<file path="config.mk">
export PLATFORM = sky130hd
export DESIGN_NAME = radar_uart_frame_parser_unit
export DESIGN_NICKNAME = d
export VERILOG_FILES = /design/src/hw/rtl/rufp_pkg.sv /design/src/hw/rtl/radar_uart_frame_parser_unit.sv
export VERILOG_INCLUDE_DIRS = /design/src /design/src/hw/rtl
export SDC_FILE = /design/constraint.sdc
export NUM_CORES = 1
export LEC_CHECK = 0
export BUFFER_PORTS_ARGS = -buffer_cell sky130_fd_sc_hd__buf_4
export CAP_MARGIN = 20
export CORE_ASPECT_RATIO = 0.8
export CORE_UTILIZATION = 58
export DETAILED_ROUTE_END_ITERATION = 10
export PLACE_DENSITY = 0.79
export SETUP_SLACK_MARGIN = 0.2
export SLEW_MARGIN = 20
export SYNTH_ARGS = -nofsm -noshare
export SYNTH_HDL_FRONTEND = slang
export SYNTH_SLANG_ARGS = --single-unit
</file>
<file path="constraint.sdc">
create_clock -name clk -period 7.3 [get_ports clk]
set_clock_uncertainty 0.1 [all_clocks]
set_input_delay 0.73 -clock clk [delete_from_list [all_inputs] [get_ports clk]]
set_output_delay 0.73 -clock clk [all_outputs]
set_load 0.05 [all_outputs]
</file>
<file path="src/hw/rtl/assert_macros.svh">
// Assertion macros used by the parser module (expects clk and rst_n in scope).
`ifndef ASSERT_MACROS_SVH
`define ASSERT_MACROS_SVH

// Same-cycle implication, disabled during reset.
`define ASSERT_IMPLIES(label, ante, cons, msg) \
    label: assert property (@(posedge clk) disable iff (!rst_n) (ante) |-> (cons)) \
        else $error(msg);

// Next-cycle implication, disabled during reset.
`define ASSERT_NEXT(label, ante, cons, msg) \
    label: assert property (@(posedge clk) disable iff (!rst_n) (ante) |=> (cons)) \
        else $error(msg);

`endif

</file>
<file path="src/hw/rtl/rufp_pkg.sv">
// Shared types and constants for the sensor UART frame parser.
`default_nettype none

package rufp_pkg;

    localparam int unsigned HEAD_LEN_DEF = 4;
    localparam int unsigned MAX_BODY     = 32;
    localparam int unsigned SHADOW_N     = 12;
    localparam int unsigned OFF_W        = 6;

    // Last byte of each head / tail run; earlier bytes count up by one each.
    localparam logic [7:0] ACK_HEAD_LAST = 8'hFA;
    localparam logic [7:0] REP_HEAD_LAST = 8'hF1;
    localparam logic [7:0] ACK_TAIL_LAST = 8'h01;
    localparam logic [7:0] REP_TAIL_LAST = 8'hF5;

    localparam logic [15:0] CMD_ENTER_CFG = 16'h01FF;
    localparam logic [15:0] CMD_EXIT_CFG  = 16'h01FE;
    localparam logic [15:0] CMD_RANGE_TGL = 16'h01AA;
    localparam logic [15:0] CMD_NOISE_GO  = 16'h010B;
    localparam logic [15:0] CMD_NOISE_QRY = 16'h011B;

    localparam logic [7:0] REPORT_TYPE = 8'h02;
    localparam logic [7:0] TARGET_MAX  = 8'h06;
    localparam logic [7:0] NOISE_MAX   = 8'h02;

    typedef enum logic [2:0] {
        PH_HUNT = 3'd0,
        PH_LEN0 = 3'd1,
        PH_LEN1 = 3'd2,
        PH_BODY = 3'd3,
        PH_TAIL = 3'd4
    } phase_t;

    typedef enum logic [2:0] {
        ST_OK          = 3'd0,
        ST_ZERO_LEN    = 3'd1,
        ST_UNKNOWN_CMD = 3'd2,
        ST_BAD_TYPE    = 3'd3,
        ST_BAD_TARGET  = 3'd4,
        ST_BAD_NOISE   = 3'd5,
        ST_BAD_TAIL    = 3'd6,
        ST_OVERSIZE    = 3'd7
    } status_t;

    typedef enum logic {
        KIND_ACK    = 1'b0,
        KIND_REPORT = 1'b1
    } kind_t;

endpackage

`default_nettype wire

</file>
<file path="src/hw/rtl/radar_uart_frame_parser_unit.sv">
// Sensor UART frame parser: head hunt, length, body capture, tail check, decode.
`default_nettype none

// Usage
// - Input channel (byte_valid / byte_stall / rx_byte): one received serial
//   byte per word. A word is taken on a rising edge with byte_valid high and
//   byte_stall low.
// - Output channel (frame_valid / frame_stall / payload): one word per frame
//   end (good frame, zero length, oversize length, or any decode error).
//   Sensor and target fields show the held registers after this frame.
// - Path: a byte lands in an input register on acceptance; from there the
//   parser takes it once the result register is free and, on a frame end,
//   loads the result register.
// - Throughput: one byte per cycle while the output side drains; the only
//   limit is the single result register.
// - Stall: while a result waits under frame_stall, the byte in the input
//   register stays put and byte_stall is high as long as that register holds
//   a byte. Held sensor/target registers only change when a new result is
//   loaded, so a stalled result does not change.
// - Reset: hunting for a head, no result pending, range resolution coarse,
//   every other held field zero.
module radar_uart_frame_parser_unit #(
    parameter int unsigned HEAD_LEN = rufp_pkg::HEAD_LEN_DEF
) (
    input  wire logic        clk,
    input  wire logic        rst_n,
    input  wire logic        byte_valid,
    output      logic        byte_stall,
    input  wire logic [7:0]  rx_byte,
    output      logic        frame_valid,
    input  wire logic        frame_stall,
    output      logic [2:0]  frame_status,
    output      logic        frame_kind,
    output      logic [2:0]  target_code,
    output      logic [15:0] move_distance,
    output      logic [7:0]  move_energy,
    output      logic [15:0] still_distance,
    output      logic [7:0]  still_energy,
    output      logic [15:0] detect_distance,
    output      logic        config_active,
    output      logic [15:0] proto_version,
    output      logic        coarse_range,
    output      logic [1:0]  noise_cal_state
);
    import rufp_pkg::*;

    `include "assert_macros.svh"

    // head / tail match counter holds up to HEAD_LEN
    localparam int unsigned HM_W = $clog2(HEAD_LEN + 1);

    // handshake and stage registers
    logic             s1_valid_reg;
    logic [7:0]       s1_byte_reg;
    logic             res_valid_reg;
    status_t          res_status_reg;
    kind_t            res_kind_reg;

    // parser state
    phase_t           phase_reg, phase_next;
    logic [HM_W-1:0]  hm_reg, hm_next;
    kind_t            kind_reg, kind_next;
    logic [7:0]       len_lo_reg, len_lo_next;
    logic [OFF_W-1:0] body_len_reg, body_len_next;
    logic [OFF_W-1:0] offset_reg, offset_next;
    logic [7:0]       shadow_reg [SHADOW_N];
    logic [7:0]       shadow_next [SHADOW_N];

    // held sensor and target fields
    logic             cfg_reg, cfg_next;
    logic [15:0]      version_reg, version_next;
    logic             range_reg, range_next;
    logic [1:0]       noise_reg, noise_next;
    logic [2:0]       tgt_code_reg, tgt_code_next;
    logic [15:0]      move_dist_reg, move_dist_next;
    logic [7:0]       move_energy_reg, move_energy_next;
    logic [15:0]      still_dist_reg, still_dist_next;
    logic [7:0]       still_energy_reg, still_energy_next;
    logic [15:0]      detect_dist_reg, detect_dist_next;

    logic             out_free;
    logic             s1_fire;
    logic             byte_take;
    logic             emit;
    status_t          status;
    logic             head_done;
    logic             body_done;
    logic             tail_done;

    logic [7:0]       b;
    logic [7:0]       head_last;
    logic [7:0]       tail_last;
    logic [7:0]       head_exp;
    logic [7:0]       tail_exp;
    logic [HM_W-1:0]  hm_hunt;
    logic [HM_W-1:0]  hm_tail;
    logic [15:0]      len_full;
    logic [OFF_W-1:0] offset_inc;
    logic [15:0]      cmd_word;

    // ---------------- handshake ----------------
    // The parser stage advances whenever it holds a byte and the result register can take a word.
    assign out_free   = !res_valid_reg || !frame_stall;
    assign s1_fire    = s1_valid_reg && out_free;
    assign byte_stall = s1_valid_reg && !out_free;
    assign byte_take  = byte_valid && !byte_stall;

    assign b = s1_byte_reg;

    // ---------------- head / tail expected bytes ----------------
    assign head_last = (kind_reg == KIND_REPORT) ? REP_HEAD_LAST : ACK_HEAD_LAST;
    assign tail_last = (kind_reg == KIND_REPORT) ? REP_TAIL_LAST : ACK_TAIL_LAST;
    // next head byte after hm_reg matched ones (the first head byte is skipped)
    assign head_exp  = head_last + 8'(HEAD_LEN - 2) - 8'(hm_reg);
    assign tail_exp  = tail_last + 8'(HEAD_LEN - 1) - 8'(offset_reg);

    assign len_full   = {b, len_lo_reg};
    assign offset_inc = offset_reg + 1'b1;
    assign cmd_word   = {shadow_reg[1], shadow_reg[0]};

    always_comb
    begin
        if (hm_reg != '0 && hm_reg < HM_W'(HEAD_LEN - 1) && b == head_exp)
            hm_hunt = hm_reg + 1'b1;
        else if (b == ACK_HEAD_LAST + 8'(HEAD_LEN - 2) ||
                 b == REP_HEAD_LAST + 8'(HEAD_LEN - 2))
            hm_hunt = HM_W'(1);
        else
            hm_hunt = '0;
    end

    assign hm_tail = (b == tail_exp) ? hm_reg + 1'b1 : hm_reg;

    // ---------------- datapath next values ----------------
    always_comb
    begin
        hm_next           = hm_reg;
        kind_next         = kind_reg;
        len_lo_next       = len_lo_reg;
        body_len_next     = body_len_reg;
        offset_next       = offset_reg;
        shadow_next       = shadow_reg;
        cfg_next          = cfg_reg;
        version_next      = version_reg;
        range_next        = range_reg;
        noise_next        = noise_reg;
        tgt_code_next     = tgt_code_reg;
        move_dist_next    = move_dist_reg;
        move_energy_next  = move_energy_reg;
        still_dist_next   = still_dist_reg;
        still_energy_next = still_energy_reg;
        detect_dist_next  = detect_dist_reg;
        emit              = 1'b0;
        status            = ST_OK;
        head_done         = 1'b0;
        body_done         = 1'b0;
        tail_done         = 1'b0;

        unique case (phase_reg)
            PH_HUNT:
            begin
                // a fresh start picks the head kind; a continuation keeps it
                if (!(hm_reg != '0 && hm_reg < HM_W'(HEAD_LEN - 1) && b == head_exp))
                begin
                    if (b == ACK_HEAD_LAST + 8'(HEAD_LEN - 2))
                        kind_next = KIND_ACK;
                    else if (b == REP_HEAD_LAST + 8'(HEAD_LEN - 2))
                        kind_next = KIND_REPORT;
                end
                if (hm_hunt == HM_W'(HEAD_LEN - 1))
                begin
                    head_done = 1'b1;
                    hm_next   = '0;
                end
                else
                begin
                    hm_next = hm_hunt;
                end
            end
            PH_LEN0:
            begin
                len_lo_next = b;
            end
            PH_LEN1:
            begin
                if (len_full == 16'd0)
                begin
                    emit    = 1'b1;
                    status  = ST_ZERO_LEN;
                    hm_next = '0;
                end
                else if (len_full > 16'(MAX_BODY))
                begin
                    emit    = 1'b1;
                    status  = ST_OVERSIZE;
                    hm_next = '0;
                end
                else
                begin
                    body_len_next = len_full[OFF_W-1:0];
                    offset_next   = '0;
                    for (int i = 0; i < SHADOW_N; i++)
                    begin
                        shadow_next[i] = 8'h00;
                    end
                end
            end
            PH_BODY:
            begin
                for (int i = 0; i < SHADOW_N; i++)
                begin
                    if (offset_reg == OFF_W'(i))
                        shadow_next[i] = b;
                end
                if (offset_inc >= body_len_reg)
                begin
                    body_done   = 1'b1;
                    offset_next = '0;
                    hm_next     = '0;
                end
                else
                begin
                    offset_next = offset_inc;
                end
            end
            PH_TAIL:
            begin
                offset_next = offset_inc;
                hm_next     = hm_tail;
                if (offset_reg == OFF_W'(HEAD_LEN - 1))
                begin
                    tail_done = 1'b1;
                    emit      = 1'b1;
                    hm_next   = '0;
                    if (hm_tail != HM_W'(HEAD_LEN))
                    begin
                        status = ST_BAD_TAIL;
                    end
                    else if (kind_reg == KIND_ACK)
                    begin
                        unique case (cmd_word)
                            CMD_ENTER_CFG:
                            begin
                                cfg_next     = 1'b1;
                                version_next = {shadow_reg[3], shadow_reg[2]};
                            end
                            CMD_EXIT_CFG:  cfg_next   = 1'b0;
                            CMD_RANGE_TGL: range_next = !range_reg;
                            CMD_NOISE_GO:  noise_next = 2'd1;
                            CMD_NOISE_QRY:
                            begin
                                if (shadow_reg[2] > NOISE_MAX)
                                    status = ST_BAD_NOISE;
                                else
                                    noise_next = shadow_reg[2][1:0];
                            end
                            default:       status = ST_UNKNOWN_CMD;
                        endcase
                    end
                    else if (shadow_reg[0] != REPORT_TYPE)
                    begin
                        status = ST_BAD_TYPE;
                    end
                    else if (shadow_reg[2] > TARGET_MAX)
                    begin
                        status = ST_BAD_TARGET;
                    end
                    else
                    begin
                        tgt_code_next     = shadow_reg[2][2:0];
                        move_dist_next    = {shadow_reg[4], shadow_reg[3]};
                        move_energy_next  = shadow_reg[5];
                        still_dist_next   = {shadow_reg[7], shadow_reg[6]};
                        still_energy_next = shadow_reg[8];
                        detect_dist_next  = {shadow_reg[10], shadow_reg[9]};
                    end
                end
            end
            default:
            begin
                hm_next = '0;
            end
        endcase
    end

    // ---------------- phase sequencing ----------------
    always_comb
    begin
        phase_next = phase_reg;
        unique case (phase_reg)
            PH_HUNT: if (head_done) phase_next = PH_LEN0;
            PH_LEN0: phase_next = PH_LEN1;
            PH_LEN1: phase_next = emit ? PH_HUNT : PH_BODY;
            PH_BODY: if (body_done) phase_next = PH_TAIL;
            PH_TAIL: if (tail_done) phase_next = PH_HUNT;
            default: phase_next = PH_HUNT;
        endcase
    end

    // ---------------- registers ----------------
    always_ff @(posedge clk or negedge rst_n)
    begin
        if (!rst_n)
        begin
            s1_valid_reg     <= 1'b0;
            res_valid_reg    <= 1'b0;
            phase_reg        <= PH_HUNT;
            hm_reg           <= '0;
            kind_reg         <= KIND_ACK;
            len_lo_reg       <= 8'h00;
            body_len_reg     <= '0;
            offset_reg       <= '0;
            cfg_reg          <= 1'b0;
            version_reg      <= 16'h0000;
            range_reg        <= 1'b1;
            noise_reg        <= 2'd0;
            tgt_code_reg     <= 3'd0;
            move_dist_reg    <= 16'h0000;
            move_energy_reg  <= 8'h00;
            still_dist_reg   <= 16'h0000;
            still_energy_reg <= 8'h00;
            detect_dist_reg  <= 16'h0000;
        end
        else
        begin
            if (!byte_stall)
                s1_valid_reg <= byte_valid;
            if (out_free)
                res_valid_reg <= s1_fire && emit;
            if (s1_fire)
            begin
                phase_reg        <= phase_next;
                hm_reg           <= hm_next;
                kind_reg         <= kind_next;
                len_lo_reg       <= len_lo_next;
                body_len_reg     <= body_len_next;
                offset_reg       <= offset_next;
                cfg_reg          <= cfg_next;
                version_reg      <= version_next;
                range_reg        <= range_next;
                noise_reg        <= noise_next;
                tgt_code_reg     <= tgt_code_next;
                move_dist_reg    <= move_dist_next;
                move_energy_reg  <= move_energy_next;
                still_dist_reg   <= still_dist_next;
                still_energy_reg <= still_energy_next;
                detect_dist_reg  <= detect_dist_next;
            end
        end
    end

    // payload: no reset
    always_ff @(posedge clk)
    begin
        if (byte_take)
            s1_byte_reg <= rx_byte;
        if (s1_fire)
            shadow_reg <= shadow_next;
        if (s1_fire && emit)
        begin
            res_status_reg <= status;
            res_kind_reg   <= kind_reg;
        end
    end

    // ---------------- outputs ----------------
    // held fields only move when a new result loads, so they act as payload
    assign frame_valid     = res_valid_reg;
    assign frame_status    = res_status_reg;
    assign frame_kind      = res_kind_reg;
    assign target_code     = tgt_code_reg;
    assign move_distance   = move_dist_reg;
    assign move_energy     = move_energy_reg;
    assign still_distance  = still_dist_reg;
    assign still_energy    = still_energy_reg;
    assign detect_distance = detect_dist_reg;
    assign config_active   = cfg_reg;
    assign proto_version   = version_reg;
    assign coarse_range    = range_reg;
    assign noise_cal_state = noise_reg;

    // ---------------- assertions ----------------
    `ASSERT_IMPLIES(a_stall_cause, byte_stall, s1_valid_reg && res_valid_reg && frame_stall,
        "input stalled without a blocked result")
    `ASSERT_IMPLIES(a_hm_range, 1'b1, hm_reg <= HM_W'(HEAD_LEN),
        "match counter beyond head length")
    `ASSERT_IMPLIES(a_body_offset, phase_reg == PH_BODY,
        offset_reg < body_len_reg && body_len_reg <= OFF_W'(MAX_BODY),
        "body offset out of range")
    `ASSERT_NEXT(a_cfg_hold, !(s1_fire && emit), $stable(cfg_reg) && $stable(tgt_code_reg),
        "held field changed without a result")
    `ASSERT_IMPLIES(a_target_code, 1'b1, tgt_code_reg <= 3'(TARGET_MAX),
        "target code out of range")

endmodule

`default_nettype wire
</file>
==> run metrics, run 1 <==
drt initial violations=326; status=complete, no violations; post-CTS resize count=0; EDFF count, synth=100; final setup TNS=0 ps; min-delay worst type=primary input to async pin; die footprint=between 0.015 and 0.02 mm^2; critical path fanouts, max=66; IO Port Bufs=between 100 and 150; Area Growth Syn to Fin=18.7%; pwr/cell area=290 mW/mm^2; Yosys top cell by area=edfxtp_1; H-Tree Depth=1; CP max-delay cell=buf_4; placed insts=910; DIE WIDTH=around 140 um; top achievable clock speed=between 200 and 250 MHz; Main synth FF type=dfrtp_1; largest cells by area after synthesis=edfxtp_1 33%, dfrtp_1 32%, mux2_2 8.0%; number of flip-flops in the largest register=between 70 and 80; post-synthesis simple-gate area fraction=around 8.6%; most common cell after layout, fill and taps aside=dfrtp_1; Synth Register Bits=between 200 and 250; Core Region=0.0151 mm^2; clock transition at the registers of the reported paths=approximately 70 ps; metal3 WL=1.05 mm; Syn Nets=650; Longest Clk Path Bufs=3; maximum VDD drop=0.000217 V; Max Cap Viol=0; met2 WL=a little under 9 mm; post-CTS setup buffer count=0; Unique masters post-synth=a little under 60; hold buffer count at cts=0; Cell Chain, Critical Path=inv_1 > ha_1 > inv_1 > ha_1 > a21o_2 > a221oi_2 > xor2_1 > nor4b_4 > mux2i_2 > nor3b_4 > buf_4 > mux2_2; Cell Rows=40; internal reg-to-reg setup slack=around 2500 ps; largest family of logic cells by synthesized area=multiplexers; Adder-Cell Fraction of Synth Area=approximately 3.4%; DR vias/cell=5.67; IO Pins=105; Placed Area=about 0.01 mm^2; post-synth top area share=approximately 33%; unrepaired setup endpoints after global routing=no; First-pass DRT Iterations=5; setup violators final=0; Synth Instances=around 600; Met1 Routed Length=between 8 and 9 mm; layout cells sized above 1=around a third; initial antenna violation count=0; Crit. End Element=register; sequential area share after synthesis=between 60% and 70%; Non-Filler Instances=948; grt total ovfl=0; area of the multi-input gates=~0.003 mm^2; drt total wl=18.6 mm; Required @ worst endpoint=around 7600 ps; fin crit share=65.4%; P_leak=4.72 nW; measured slew at the worst slew-check pin=1020 ps; endpoints failing hold=0; via count=5371; Initial Util=roughly 60%; Slew Viols, Final=0; most frequent cells in the layout=115 x dfrtp_1, 107 x buf_4, 100 x edfxtp_1, 64 x mux2_2, 29 x mux2_4; fill count=1007; post-synthesis mux area share=13.1%; Mapped Avg Cell Area=about 15 um^2; clock latency on the worst-skew pair=500 ps; CTS root buffer=clkbuf_16; Synth Area in XOR/XNOR=2.21%; clk sinks=216; DP HPWL=roughly 12 mm; vias in the first global route=about 5400; TritonCTS Buffers=21; Residual DRC=0; top routing layer used=met4; Die Ht=around 110 um; RePlAce Congestion=between 0.8 and 0.9; final worst path period need=between 4000 and 5000 ps; CP arrival=between 5000 and 6000 ps; first-pass GRT wire length=29.6 mm; antenna cell count=0; kind of critical path=register to register; total track usage=roughly 24%; drt wl/cell=about 20 um; FF+latch area=a little under 0.006 mm^2; NumNets Final=759; largest net degree at the start of global routing=74; TritonCTS clock tree=yes; Yosys warning total=0; Post-Syn Area=0.00905 mm^2; crit start category=register; ANT nets after route=0; slowest cell delay on critical path=around 770 ps; Compound-Gate Fraction of Synth Area=under 10%; Worst slew margin=around 32%; ys async rst share=a little over half; Finished Cell Area=around 0.011 mm^2
## area by class of cell
cell class / instances / share of cell area (%)
multi-input cells: 351 / 27.3
well taps: 210 / 2.44
clock inverters: 15 / 1.69
repair buffers: 107 / 7.47
inverters: 26 / 0.908
clock buffers: 23 / 5.25
flip-flops and latches: 216 / 55.0
## critical path: cells and delay by family, from the launching register on
kind / cells / cell delay [ps]
buffers and inverters: 3 / 990
DFF: 1 / 670
AOI/OAI and AO/OA: 2 / 480
adders and majority gates: 2 / 590
xor gates and xnor gates: 1 / 130
muxes: 2 / 870
and+or+nand+nor: 2 / 730
## path summary, 6_finish.rpt
check | from | end | cells after the start
max | kind_reg | still_distance[10] | 12
min | rst_n | target_code[2] | 1
max reg2reg | kind_reg | still_distance[10] | 12
max in group asynchronous | rst_n | still_distance[2] | 2
min reg2reg | shadow_reg[40] | still_distance[0] | 1
min in group clk | rx_byte[4] | b[4] | 1
## through the flow
step                      power [mW]  hold WS (ps)  setup slack [ps]  utilization [%]
after floorplan                 1.83           334              3440                -
after global placement          1.95           355              2790             66.2
after detailed placement        1.98           361              2610             66.2
after CTS                       3.13           164              2570             71.1
after global routing            3.24           189              2230             71.1
final                           3.12           130              2520             71.1
## routing by layer
metal  global-route usage (%)  up-vias
met2                     39.1      171
met5                        0        -
met3                     4.03       37
li1                         -     2456
met4                     5.73        0
met1                     34.6     2707
## cell families after synthesis
| group | count (synthesis) |
|---|---|
| compound gates | 71 |
| xor+xnor | 22 |
| fa+ha+maj | 24 |
| buf+inv | 47 |
| flops | 216 |
| mux | 96 |
| simple gates | 138 |
## power by group
part           internal (mW)  switching [mW]  total (mW)
Clock                  0.702           0.453        1.16
Combinational          0.200           0.304       0.504
Sequential              1.37          0.0826        1.46
## Yosys cell counts (2+ instances only)
cell type / instances
nor2b_1: 4
and2_1: 5
mux2i_1: 2
a211oi_1: 3
and4b_1: 2
nor4b_1: 3
xor2_1: 8
mux2_4: 29
a21o_1: 6
mux2_2: 64
buf_6: 2
a32oi_1: 3
nand2b_1: 5
nand4_1: 2
o31ai_1: 3
and4_1: 2
nand3b_1: 4
a31oi_1: 4
inv_1: 26
or3_1: 3
nor3b_1: 5
nor3_1: 9
dfrtp_1: 115
or2_2: 2
clkbuf_1: 13
buf_8: 2
nand3_1: 21
nor2_1: 24
a21oi_1: 20
and3_1: 12
edfxtp_1: 100
o21ai_0: 21
nand2_1: 26
or4_1: 2
buf_2: 4
xnor2_1: 13
ha_1: 23
Power figures use the tool's default switching activity.
==> run 2, diff against run 1 <==
- clock period: 7.3 -> 4.4 ns (I/O delays scaled with it)
==> run 2 against run 1 <==
Effect of this change: via count decreased by 0.26%; maximum frequency increased by 23%; sequential share of layout area increased by 0.13 points; clock power increased by 47%; combinational power increased by 66%; critical path depth unchanged; sequential power increased by 66%; first-iteration DRC count increased by 16%; final cell count increased by 0.63%; worst hold slack got worse by 110 ps; global-route usage about the same; register-to-register slack got worse by 2000 ps.
==> run metrics, run 2 (synthesis results as in run 1) <==
placed insts=914 (+0.44%); top routing layer used=met4; post-CTS setup buffer count=0 (unchanged); drt total wl=18.7 mm (+0.46%); Tot Pwr=4.96 mW (+59%); Crit. End Element=register; clock latency on the worst-skew pair=500 ps (about the same); met2 WL=8.86 mm (+1.2%); cells on worst reg2reg path=12 (unchanged); via count=5357 (-0.26%); Required @ worst endpoint=4670 ps (-2900 ps); most frequent cells in the layout=114 x dfrtp_1, 110 x buf_4, 100 x edfxtp_1, 64 x mux2_2, 29 x mux2_4; crit start category=register; total track usage=24.1% (about the same); CTS root buffer=clkbuf_16; largest net degree at the start of global routing=67 (-9.5%); IO Pins=105 (unchanged); min-delay worst type=primary input to register; kind of critical path=register to register; number of flip-flops in the largest register=72 (unchanged); H-Tree Depth=1 (unchanged); Area Growth Syn to Fin=18.5%; Residual DRC=0 (unchanged); Met1 Routed Length=8.49 mm (+0.74%); most common cell after layout, fill and taps aside=dfrtp_1; die footprint=0.0161 mm^2 (unchanged); ANT nets after route=0 (unchanged); final worst path period need=3900 ps (-881 ps); TritonCTS clock tree=yes; Worst slew margin=36.1% (+3.9 points); IO Port Bufs=104 (unchanged); initial antenna violation count=0 (unchanged); Max Cap Viol=0 (unchanged); antenna cell count=0 (unchanged); TritonCTS Buffers=21 (unchanged); fin crit share=88.5% (+23 points); pwr/cell area=462 mW/mm^2 (+59%); endpoints failing hold=0 (unchanged); Non-Filler Instances=954 (+0.63%); clock transition at the registers of the reported paths=60 ps (about the same); final setup TNS=0 ps (unchanged); grt total ovfl=0 (unchanged); DP HPWL=12.4 mm (+0.94%); DIE WIDTH=142 um (unchanged); Initial Util=59.9% (unchanged); drt initial violations=377 (+16%); NumNets Final=765 (+0.79%); final hold slack=22.0 ps (-108 ps); P_leak=4.69 nW (-0.53%); CP arrival=4170 ps (-880 ps); maximum VDD drop=0.000393 V (+81%); Cell Rows=40 (unchanged); Slew Viols, Final=0 (unchanged); fill count=1009 (+0.20%); Die Ht=114 um (unchanged); metal3 WL=977 um (-7.2%); final worst-path setup slack=505 ps (-2020 ps); measured slew at the worst slew-check pin=958 ps (-58.3 ps); dpl ws=409 ps (-2200 ps); First-pass DRT Iterations=5 (unchanged); status=complete, no violations; top achievable clock speed=257 MHz (+23%); DR vias/cell=5.62 (-0.89%); critical path fanouts, max=66 (unchanged); unrepaired setup endpoints after global routing=no; Core Region=0.0151 mm^2 (unchanged); Longest Clk Path Bufs=3 (unchanged); vias in the first global route=5323 (-2.0%); setup violators final=0 (unchanged); layout cells sized above 1=33.2% (-0.41 points); RePlAce Congestion=0.864 (-0.71%); clk sinks=216 (unchanged); drt wl/cell=19.6 um (-0.17%); first-pass GRT wire length=29.6 mm (-0.26%); Worst Hold Path Cells=1
## run 2: critical path: stages, from the launching register on
cell	delay, ps
dfrtp_2	560
inv_1	140
ha_1	220
inv_1	70
ha_1	290
a21o_2	270
a221oi_2	270
xor2_1	140
nor4b_4	340
mux2i_2	260
nor3b_4	270
buf_12	380
mux2_2	400
## run 2: worst paths after layout
| check | start | end | slack (ps) |
|---|---|---|---|
| worst max-delay path | kind_reg | still_energy[0] | 500 |
| worst min-delay path | rx_byte[4] | b[4] | 20 |
| worst max register to register | kind_reg | still_energy[0] | 500 |
| worst min register to register | shadow_reg[27] | still_energy[3] | 370 |
| max in group asynchronous | rst_n | still_energy[2] | 2810 |
| min in group asynchronous | rst_n | proto_version[13] | 390 |
## run 2: per-layer routing
layer / track usage, % / vias up
li1: - / 2467
met1: 35.2 / 2686
met2: 38.3 / 177
met3: 3.95 / 27
met4: 6.24 / 0
met5: 0 / -
## run 2: cell type report
cell class                      instances  area [um^2]  share of cell area (%)
Clock inverter                          7         43.8                   0.408
Multi-Input combinational cell        351         2930                    27.3
Inverter                               26         97.6                   0.910
Clock buffer                           31          614                    5.73
Timing Repair Buffer                  113          866                    8.07
Tap cell                              210          263                    2.45
Sequential cell                       216         5910                    55.1
## run 2: stage by stage
step / util (%) / cell area, um^2
after CTS: 70.9 / 10700
after floorplan: - / 9050
after global routing: 70.9 / 10700
after detailed placement: 66.4 / 10000
after global placement: 66.4 / 10000
final: 70.9 / 10700
## run 2: repair_timing
item / in CTS / in global routing
resized for setup: 0 / 1
hold buffers: 1 / 1
hold endpoints to repair: 45 / 1
setup endpoints to repair: 0 / 66
## run 2: where the power goes
| part | internal, mW | switching, mW | total (mW) |
|---|---|---|---|
| logic | 0.333 | 0.502 | 0.835 |
| registers | 2.28 | 0.142 | 2.42 |
| clock network | 0.974 | 0.725 | 1.70 |
==> run 3, diff against run 2 <==
- CTS_BUF_LIST: unset -> sky130_fd_sc_hd__clkbuf_2 sky130_fd_sc_hd__clkbuf_4 sky130_fd_sc_hd__clkbuf_8
- RECOVER_POWER: unset -> 25
==> run 3 against run 2 <==
Effect of this change: the run now ends with max-capacitance violations, max-slew violations left; clock-buffer cell count is 23 higher; register-to-register slack better by 30 ps; die area stayed put; critical path depth stayed put; first-iteration DRC count is 13% lower; utilization is 0.70 points lower; clock power is 3% higher; final cell count is 2.4% higher; design area is 0.99% lower; critical endpoint unchanged; largest power group unchanged.
==> run metrics, run 3 (synthesis results as in run 1) <==
DIE WIDTH=142 um (unchanged); TritonCTS clock tree=yes; GRT busiest layer=met2; fill count=1058 (+4.9%); Core Region=0.0151 mm^2 (unchanged); Required @ worst endpoint=4680 ps (about the same); Non-Filler Instances=977 (+2.4%); internal reg-to-reg setup slack=540 ps (+30 ps); Die Ht=114 um (unchanged); pwr/cell area=471 mW/mm^2 (+1.9%); layout cells sized above 1=30.6% (-2.6 points); clock transition at the registers of the reported paths=60 ps (about the same); Worst Hold Path Cells=2 (+1); P_leak=4.57 nW (-2.6%); critical path buffer and inverter count=3 (unchanged); Tot Pwr=5.00 mW (+0.86%); crit start category=register; DR vias/cell=5.63 (+0.33%); die footprint=0.0161 mm^2 (unchanged); CP top delay family=multiplexers; DP HPWL=12.4 mm (unchanged); Cell Chain, Critical Path=inv_1 > ha_1 > inv_1 > ha_1 > a21o_2 > a221oi_2 > xor2_1 > nor4b_4 > mux2i_2 > nor3b_4 > buf_12 > mux2_2; GR Layer Usage met1=35.0% (-0.19 points); failing checks=max-capacitance violations, max-slew violations; drt initial violations=328 (-13%); drt wl/cell=19.1 um (-2.5%); ANT nets after route=0 (unchanged); cells on worst reg2reg path=12 (unchanged); drt total wl=18.6 mm (-0.13%); IO Port Bufs=104 (unchanged); internal power=3.61 mW (+0.49%); unrepaired setup endpoints after global routing=no; TritonCTS Buffers=34 (+62%); Hold Path Sink=s1_valid_reg; GR met2 Demand/Resource=37.3% (-0.99 points); top achievable clock speed=259 MHz (+0.79%); First-pass DRT Iterations=5 (unchanged); RePlAce Congestion=0.864 (unchanged); grt total ovfl=0 (unchanged); Cell Rows=40 (unchanged); first-pass GRT wire length=29.9 mm (+1.1%); clk sinks=216 (unchanged); placed insts=914 (unchanged); min-delay worst type=primary input to register; initial antenna violation count=0 (unchanged); endpoints failing hold=0 (unchanged); switching part of the total power=27.9% (+0.27 points); setup violators final=0 (unchanged); vias in the first global route=5530 (+3.9%); Seq pwr share=48.5% (-0.4 points); switching power=1.39 mW (+1.8%); R2R Path Start=kind_reg; Reg2Reg Capture Point=still_energy[0]; post-CTS setup buffer count=0 (unchanged); critical path fanouts, max=66 (unchanged); Initial Util=59.9% (unchanged); final setup TNS=0 ps (unchanged); Clock power frac=35.0% (+0.7 points); via count=5504 (+2.7%); total track usage=24.4% (+0.22 points); Longest Clk Path Bufs=3 (unchanged); CTS root buffer=clkbuf_8; maximum VDD drop=0.000400 V (+1.8%); Worst slew margin=-65.1% (-100 points); kind of critical path=register to register; most common cell after layout, fill and taps aside=dfrtp_1; most frequent cells in the layout=114 x dfrtp_1, 100 x edfxtp_1, 64 x mux2_2, 60 x buf_4, 41 x clkbuf_1; slowest cell delay on critical path=570 ps (about the same); Max Cap Viol=1 (+1); Area Growth Syn to Fin=17.3%; fin crit share=87.8% (-0.69 points); Residual DRC=0 (unchanged); status=complete, but fails checks; NumNets Final=777 (+1.6%); IO Pins=105 (unchanged); Gate power share=16.5% (-0.3 points); measured slew at the worst slew-check pin=2480 ps (+1520 ps); global routing usage on met3=5.08% (+1.1 points); critical path depth=12 (unchanged); CP arrival=4150 ps (-20 ps); Slew Viols, Final=48 (+48); clock latency on the worst-skew pair=510 ps (about the same); Worst Hold Launch=byte_valid; antenna cell count=0 (unchanged); Crit. End Element=register; number of flip-flops in the largest register=72 (unchanged); largest net degree at the start of global routing=67 (unchanged); final worst path period need=3860 ps (-30.6 ps); H-Tree Depth=2 (+1); CP max-delay cell=dfrtp_2
## run 3: cell types whose count changed in the layout (fill, tap and decap cells not counted), moves of 2 or more
cell	before	now
inv_6	2	0
buf_4	110	60
clkbuf_16	22	0
clkbuf_1	6	41
clkbuf_8	3	38
clkbuf_4	0	24
## run 3: metrics by stage
stage,hold WS (ps),setup slack [ps],area (um^2),utilization [%]
final,39.6,535,10600,70.2
after global routing,21.4,324,10600,70.2
after CTS,0.864,389,10800,71.3
after detailed placement,364,409,10000,66.4
after global placement,356,570,10000,66.4
after floorplan,44.4,544,9050,-
## run 3: layout make-up
cell class	instances	area [um^2]	share of cell area [%]
Clock inverter	8	75.1	0.707
Timing Repair Buffer	112	699	6.59
Tap cell	210	263	2.47
Sequential cell	216	5910	55.7
Multi-Input combinational cell	351	2930	27.6
Inverter	26	97.6	0.919
Clock buffer	54	643	6.06
## run 3: worst max path at each step
stage,start,to
6_report,kind_reg,still_energy[0]
3_3_place_gp,kind_reg,still_distance[10]
5_1_grt,kind_reg,still_energy[0]
2_1_floorplan,kind_reg,move_distance[1]
3_5_place_dp,kind_reg,still_energy[0]
4_1_cts,kind_reg,still_energy[0]
## run 3: routing by layer
metal  vias to the layer above  wire length, um
li1                       2493                -
met1                      2755             8300
met2                       218             8610
met3                        38             1350
met4                         0              376
met5                         -                0
## run 3: power groups by stage
| stage | registers, mW | logic [mW] | clock network (mW) |
|---|---|---|---|
| 6_report | 2.43 | 0.827 | 1.75 |
| 5_1_grt | 2.44 | 0.921 | 1.87 |
| 4_1_cts | 2.42 | 0.827 | 1.78 |
| 3_5_place_dp | 2.46 | 0.821 | 0 |
| 3_3_place_gp | 2.45 | 0.788 | 0 |
| 2_1_floorplan | 2.41 | 0.632 | 0 |
## run 3: repair_timing
| action | 4_1_cts | 5_1_grt |
|---|---|---|
| resized for setup | 0 | 1 |
| hold buffers | 1 | 0 |
| endpoints found under the setup margin | 0 | 66 |
| endpoints found under the hold margin | 45 | 0 |
